`config.mk`:
```
export PLATFORM = sky130hd
export DESIGN_NAME = soft_timer_bank_unit
export DESIGN_NICKNAME = d
export VERILOG_FILES = /design/src/sv/stb_pkg.sv /design/src/sv/stb_ctrl.sv /design/src/sv/stb_datapath.sv /design/src/sv/soft_timer_bank_unit.sv
export SDC_FILE = /design/constraint.sdc
export NUM_CORES = 1
export LEC_CHECK = 0
export BUFFER_PORTS_ARGS = -buffer_cell sky130_fd_sc_hd__buf_2
export CORE_ASPECT_RATIO = 2
export CORE_MARGIN = 1
export CORE_UTILIZATION = 45
export CTS_CLUSTER_SIZE = 25
export DETAILED_ROUTE_END_ITERATION = 7
export HOLD_SLACK_MARGIN = 0.15
export PLACE_DENSITY_LB_ADDON = 0.1
export SLEW_MARGIN = 10
export SYNTH_ARGS = -nofsm -noshare
export SYNTH_HDL_FRONTEND = slang
export SYNTH_SLANG_ARGS = --single-unit
```
`constraint.sdc`:
```
create_clock -name clk -period 6 [get_ports clk]
set_input_delay 0.9 -clock clk [delete_from_list [all_inputs] [get_ports clk]]
set_output_delay 0.9 -clock clk [all_outputs]
set_load 0.02 [all_outputs]
```
`src/sv/stb_pkg.sv`:
```
`default_nettype none
// ----------------------------------------------------------------------------
// stb_pkg
// shared command codes and controller/datapath link types for the timer bank
// ----------------------------------------------------------------------------
package stb_pkg;

    // command code carried by each input item
    typedef enum logic [1:0] {
        CMD_TICK = 2'd0,
        CMD_ARM  = 2'd1,
        CMD_SCAN = 2'd2,
        CMD_NONE = 2'd3
    } cmd_t;

    // controller to datapath
    typedef struct packed {
        logic accept;     // input item taken this cycle
        logic scan_step;  // visit one channel of the scan walk
        logic load_out;   // capture the result into the output register
    } stb_ctrl_t;

    // datapath to controller
    typedef struct packed {
        logic scan_last;  // scan pointer is on the last channel
    } stb_status_t;

endpackage
`default_nettype wire

```
`src/sv/stb_ctrl.sv`:
```
`default_nettype none
// ----------------------------------------------------------------------------
// stb_ctrl
// sequencer for the timer bank: input handshake, scan walk, result handoff
// ----------------------------------------------------------------------------
module stb_ctrl (
    input  wire logic                clk,
    input  wire logic                rst_n,
    input  wire logic                in_valid,
    input  wire logic [1:0]          cmd,
    input  wire logic                out_stall,
    input  wire stb_pkg::stb_status_t status,
    output logic                     in_stall,
    output logic                     out_valid,
    output stb_pkg::stb_ctrl_t       ctrl
);
    import stb_pkg::*;

    typedef enum logic [1:0] {
        S_IDLE,
        S_SCAN,
        S_RESULT
    } state_t;

    state_t state_reg;
    state_t state_next;
    logic   out_valid_reg;
    logic   out_valid_next;
    logic   out_free;

    assign out_free = !out_valid_reg || !out_stall;

    always_comb
    begin
        state_next     = state_reg;
        ctrl.accept    = 1'b0;
        ctrl.scan_step = 1'b0;
        ctrl.load_out  = 1'b0;
        unique case (state_reg)
            S_IDLE:
            begin
                if (in_valid)
                begin
                    ctrl.accept = 1'b1;
                    if (cmd_t'(cmd) == CMD_SCAN)
                        state_next = S_SCAN;
                    else
                        state_next = S_RESULT;
                end
            end
            S_SCAN:
            begin
                ctrl.scan_step = 1'b1;
                if (status.scan_last)
                    state_next = S_RESULT;
            end
            S_RESULT:
            begin
                if (out_free)
                begin
                    ctrl.load_out = 1'b1;
                    state_next    = S_IDLE;
                end
            end
            default:
            begin
                state_next = S_IDLE;
            end
        endcase

        if (ctrl.load_out)
            out_valid_next = 1'b1;
        else if (!out_stall)
            out_valid_next = 1'b0;
        else
            out_valid_next = out_valid_reg;
    end

    always_ff @(posedge clk or negedge rst_n)
    begin
        if (!rst_n)
        begin
            state_reg     <= S_IDLE;
            out_valid_reg <= 1'b0;
        end
        else
        begin
            state_reg     <= state_next;
            out_valid_reg <= out_valid_next;
        end
    end

    assign in_stall  = (state_reg != S_IDLE);
    assign out_valid = out_valid_reg;

endmodule
`default_nettype wire

```
`src/sv/stb_datapath.sv`:
```
`default_nettype none
// ----------------------------------------------------------------------------
// stb_datapath
// time counter, expiry registers, event flags, scan pointer and output register
// ----------------------------------------------------------------------------
module stb_datapath #(
    parameter int CHANNELS  = 8,
    parameter int TIME_BITS = 32
) (
    input  wire logic                clk,
    input  wire logic                rst_n,
    input  wire stb_pkg::stb_ctrl_t  ctrl,
    input  wire logic [1:0]          cmd,
    input  wire logic [3:0]          timer_index,
    input  wire logic [31:0]         period,
    output stb_pkg::stb_status_t     status,
    output logic [31:0]              current_time,
    output logic [7:0]               event_bits,
    output logic                     selected_event,
    output logic                     rejected
);
    import stb_pkg::*;

    localparam int         CNT_W    = (CHANNELS > 1) ? $clog2(CHANNELS) : 1;
    localparam logic [4:0] CH_LIMIT = 5'(CHANNELS);

    logic [TIME_BITS-1:0] time_reg;
    logic [TIME_BITS-1:0] time_next;
    logic [TIME_BITS-1:0] expiry_reg [CHANNELS];
    logic [CHANNELS-1:0]  flags_reg;
    logic [CHANNELS-1:0]  flags_next;
    logic [CNT_W-1:0]     cnt_reg;
    logic [CNT_W-1:0]     cnt_next;
    logic [3:0]           idx_reg;
    logic                 rej_reg;
    logic [31:0]          out_time_reg;
    logic [7:0]           out_events_reg;
    logic                 out_sel_reg;
    logic                 out_rej_reg;

    logic                 in_range;
    logic                 arm_go;
    logic                 tick_go;
    logic                 scan_hit;
    logic [CNT_W-1:0]     arm_idx;
    logic                 exp_we;
    logic [CNT_W-1:0]     exp_addr;
    logic [TIME_BITS-1:0] exp_wdata;
    logic                 sel_bit;

    assign arm_idx  = timer_index[CNT_W-1:0];
    assign in_range = ({1'b0, timer_index} < CH_LIMIT);
    assign arm_go   = ctrl.accept && (cmd_t'(cmd) == CMD_ARM) && in_range;
    assign tick_go  = ctrl.accept && (cmd_t'(cmd) == CMD_TICK);
    // strict unsigned compare: an all-ones expiry never fires
    assign scan_hit = ctrl.scan_step && (time_reg > expiry_reg[cnt_reg]);

    assign status.scan_last = (cnt_reg == CNT_W'(CHANNELS - 1));

    always_comb
    begin
        time_next = tick_go ? time_reg + TIME_BITS'(1) : time_reg;

        flags_next = flags_reg;
        if (arm_go)
            flags_next[arm_idx] = 1'b0;
        if (scan_hit)
            flags_next[cnt_reg] = 1'b1;

        exp_we    = arm_go || scan_hit;
        exp_addr  = arm_go ? arm_idx : cnt_reg;
        exp_wdata = arm_go ? time_reg + TIME_BITS'(period) : '1;

        if (ctrl.accept)
            cnt_next = '0;
        else if (ctrl.scan_step)
            cnt_next = cnt_reg + CNT_W'(1);
        else
            cnt_next = cnt_reg;
    end

    // flag of the addressed channel, zero beyond the channel count
    assign sel_bit = ({1'b0, idx_reg} < CH_LIMIT) ? flags_reg[idx_reg[CNT_W-1:0]] : 1'b0;

    always_ff @(posedge clk or negedge rst_n)
    begin
        if (!rst_n)
        begin
            time_reg  <= '0;
            flags_reg <= '0;
            cnt_reg   <= '0;
            for (int c = 0; c < CHANNELS; c++)
                expiry_reg[c] <= '1;
        end
        else
        begin
            time_reg  <= time_next;
            flags_reg <= flags_next;
            cnt_reg   <= cnt_next;
            if (exp_we)
                expiry_reg[exp_addr] <= exp_wdata;
        end
    end

    always_ff @(posedge clk)
    begin
        if (ctrl.accept)
        begin
            idx_reg <= timer_index;
            rej_reg <= (cmd_t'(cmd) == CMD_ARM) && !in_range;
        end
        if (ctrl.load_out)
        begin
            out_time_reg   <= 32'(time_reg);
            out_events_reg <= 8'(flags_reg);
            out_sel_reg    <= sel_bit;
            out_rej_reg    <= rej_reg;
        end
    end

    assign current_time   = out_time_reg;
    assign event_bits     = out_events_reg;
    assign selected_event = out_sel_reg;
    assign rejected       = out_rej_reg;

endmodule
`default_nettype wire

```
`src/sv/soft_timer_bank_unit.sv`:
```
`default_nettype none
// tick, arm and unused commands go from acceptance through the result
//   state into the output register; a scan first walks the scan state, one channel
//   compared per cycle; one item at a time, the next accepted only once the result
//   is loaded into the output register; a waiting result holds off the next load
// reset: asynchronous active low; time and event flags clear, every expiry goes to
//   all ones (disabled), no result pending
// ----------------------------------------------------------------------------
// soft_timer_bank_unit
// bank of one-shot timeout channels driven by a wrapping tick counter
// ----------------------------------------------------------------------------
module soft_timer_bank_unit #(
    parameter int CHANNELS  = 8,
    parameter int TIME_BITS = 32
) (
    input  wire logic        clk,
    input  wire logic        rst_n,
    // input item channel
    input  wire logic        in_valid,
    output logic             in_stall,
    input  wire logic [1:0]  cmd,
    input  wire logic [3:0]  timer_index,
    input  wire logic [31:0] period,
    // result item channel
    output logic             out_valid,
    input  wire logic        out_stall,
    output logic [31:0]      current_time,
    output logic [7:0]       event_bits,
    output logic             selected_event,
    output logic             rejected
);
    import stb_pkg::*;

    // command and status between the sequencer and the datapath
    stb_ctrl_t   ctrl;
    stb_status_t status;

    // sequencer: takes one item at a time, walks the scan, hands the result over
    // the output register so the next item can start while a result waits
    stb_ctrl u_ctrl (
        .clk       (clk),
        .rst_n     (rst_n),
        .in_valid  (in_valid),
        .cmd       (cmd),
        .out_stall (out_stall),
        .status    (status),
        .in_stall  (in_stall),
        .out_valid (out_valid),
        .ctrl      (ctrl)
    );

    // datapath: tick and arm update state on the accept edge, the scan
    // compares one expiry per cycle against the time (strict unsigned
    // greater), sets the sticky flag and disables the channel on a hit
    stb_datapath #(
        .CHANNELS  (CHANNELS),
        .TIME_BITS (TIME_BITS)
    ) u_dp (
        .clk            (clk),
        .rst_n          (rst_n),
        .ctrl           (ctrl),
        .cmd            (cmd),
        .timer_index    (timer_index),
        .period         (period),
        .status         (status),
        .current_time   (current_time),
        .event_bits     (event_bits),
        .selected_event (selected_event),
        .rejected       (rejected)
    );

endmodule
`default_nettype wire

```
==> results.toml <==
[layout]
nets = 1598
antenna_cells = 0
drive_gt1_share_pct = 32.0
instances_no_fill = 2030
syn2layout_area_growth_pct = 13.1
post-route-util_pct = 51.8
largest_reg_flops = 256

[power]
clockPowerShare_pct = 27.8
intPower_mw = 5.45
p_sw_mw = 2.57
powerDensity_nw_per_um2 = 407
leakagePower_nw = 7.90
seq_power_share_pct = 44.8
power_frac_comb_pct = 27.4
swShare_pct = 32.0
ir_drop_v = 0.000219

[drt]
wl_um = 52300
drt-initial-drc-count = 775
routedWlPerCell_um = 25.8
drtAntennaViolNets = 0
viasPerCell = 6.17
firstDrtPassIters = 5
num_vias = 12517
drc_errors = 0

[die]
die_h_um = 280
core_um2 = 38000
ios = 86
die_area_um2 = 39600
chipWidth_um = 141
fp-row-count = 101
initial_core_util_pct = 45.8

[global_routing]
grt_pass1_wl_um = 80000
grt_pass1_vias = 13067
grt_max_degree = 174
grt_usage_pct = 27.2
grt-ovfl-total = 0
grt_antenna_before_repair = 0

[timing]
fin_worst_skew_ps = 22.0
period_minus_slack_ps = 5170
whs_ps = 419
rsz0062_at_grt = "no"
tns_ps = 0
slew_headroom_pct = 25.9
setup_ws_ps = 830
final_max_slew_viol_count = 0
worst_pin_slew_ps = 1100
hold_viol_final = 0
finalSetupViolCount = 0
timing.final.crit_share_pct = 86.2
fmax_mhz = 193

[worst_setup_path]
crit_arrival_ps = 5630
critPathLaunchType = "flop"
required_ps = 6460
crit_path_start = "u_dp.cnt_reg[2]"
crit_type = "flop to flop"
rr_startpoint = "u_dp.cnt_reg[2]"
end_kind = "flop"
crit_fanout = 31

[synth]
netlist_area_um2 = 17400
ys_async_sr_fraction_pct = 86.5
synth_compound_area_share_pct = 19.8
synth-main-ff-cell = "dfstp_2"
synth_top_family_by_area = "compound AO/OA/AOI/OAI gates"
synth_xor_area_share_pct = 3.04
ys_seq_area_share_pct = 53.3
yosysMostFrequentCell = "dfstp_2"
synth_common_cells = "256 x dfstp_2, 109 x mux2_1, 99 x nand2_1"
synth_area_leaders = "dfstp_2 39%, edfxtp_1 8.1%, mux2_1 7.0%"
ys_warn_count = 0
avgSynthCellArea_um2 = 12.4
synth_edf_count = 47
netlist.area_leader.share_pct = 38.6
yosysUniqueCellTypes = 85
synth_mux_area_share_pct = 8.12
yosys.area_share.simple_pct = 8.86
ys_ff_latch = 349
synth_area_leader_cell = "dfstp_2"
synthCells = 1409
synth-adder-area-share_pct = 4.85
syn_nets = 1518

[cts]
clk_pin_slew_worst_paths_ps = 60
post-cts-setup-buffers = 0
htree_num_levels = 2
cts_sinks = 349
clockBufferDepth = 3
cts-root-buf = "clkbuf_16"
insertion_delay_ps = 550
hold_buffers = 0
cts_buffers = 34
cts_tree = "yes"
ctsResizeCount = 0

[place]
dp_slack_ps = 934
place_congestion = 0.904
hpwl_um = 36000
dpl.cell_count = 1968
io_buffers = 85

[worst_hold_path]
hold_class = "input pin to asynchronous set/reset pin"

[outcome]
status = "complete, no violations"

[run]
drv_cap = 0
## metal layers
layer | global-route usage (%) | part of all wire (%) | vias to the layer above
met5 | 0 | 0 | -
met4 | 14.9 | 5.4 | 0
met3 | 2.80 | 5.0 | 154
met2 | 47.3 | 51 | 472
met1 | 32.7 | 39 | 6310
li1 | - | - | 5581
## metrics by stage
step / total power, mW / area (um2)
after CTS: 8.05 / 19700
after detailed placement: 5.81 / 18600
after global routing: 8.38 / 19700
after floorplan: 4.95 / 17400
final: 8.01 / 19700
after global placement: 5.76 / 18600
## cell usage in the layout (no fill, tap or decap), types with 14 or more instances in the layout
| cell type | Yosys | routed |
|---|---|---|
| o221a_1 | 14 | 14 |
| nor3_1 | 19 | 18 |
| xnor2_1 | 34 | 34 |
| a2bb2oi_1 | 37 | 37 |
| o22a_1 | 78 | 78 |
| nand3_1 | 26 | 26 |
| a221oi_1 | 32 | 32 |
| buf_4 | 6 | 27 |
| edfxtp_1 | 47 | 47 |
| a22oi_1 | 66 | 66 |
| a21oi_1 | 43 | 42 |
| buf_2 | 24 | 84 |
| clkbuf_16 | 0 | 34 |
| and3_1 | 44 | 44 |
| a21o_1 | 14 | 14 |
| dfstp_2 | 256 | 256 |
| nor2_1 | 56 | 49 |
| xor2_1 | 16 | 16 |
| dfrtp_1 | 46 | 46 |
| nand2_1 | 99 | 99 |
| mux2_1 | 109 | 109 |
| o21ai_0 | 15 | 15 |
| a22o_1 | 41 | 41 |
| ha_1 | 66 | 66 |
## kinds of logic (layout without fill, tap and decap cells)
family	count (synthesis)	count (layout)
compound gates	423	423
xor+xnor	55	55
fa+ha+maj	67	67
buf+inv	82	188
flops	349	349
mux	124	124
simple gates	309	309
## layout make-up
| cell class | count | area [um2] |
|---|---|---|
| Fill cell | 3302 | 18300 |
| Tap cell | 515 | 644 |
| Inverter | 9 | 33.8 |
| Clock inverter | 15 | 193 |
| Sequential cell | 349 | 9290 |
| Timing Repair Buffer | 117 | 738 |
| Clock buffer | 47 | 950 |
| Multi-Input combinational cell | 978 | 7860 |
## critical path, cell delays in order, from the launching register on
cell and delay (ps):
dfrtp_1 560, nand2_1 160, nor2_2 670, buf_4 430
a221oi_1 120, and3_1 230, ha_1 310, and4_1 220
nand4_1 340, o41ai_2 680, o21ai_1 170, a21oi_2 150
buf_4 290, nor2_4 60, buf_4 290, mux2_1 380
## path summary, 6_finish.rpt
path	cells after the start	end	slack (ps)
setup / recovery	15	u_dp.expiry_reg[40]	830
hold / removal	1	u_dp.flags_reg[5]	420
setup reg to reg	15	u_dp.expiry_reg[40]	830
hold reg to reg	0	u_dp.rejected	420
max in group asynchronous	2	u_dp.expiry_reg[192]	4360
min in group clk	0	u_dp.rejected	420
## power by group through the flow
stage	registers [mW]	clock network, mW	logic, mW
finish	3.59	2.23	2.19
global route	3.66	2.35	2.37
CTS	3.59	2.27	2.19
detailed placement	3.62	0	2.19
global placement	3.61	0	2.15
floorplan	3.58	0	1.37
Note: power is estimated with default switching activity, not from simulation.
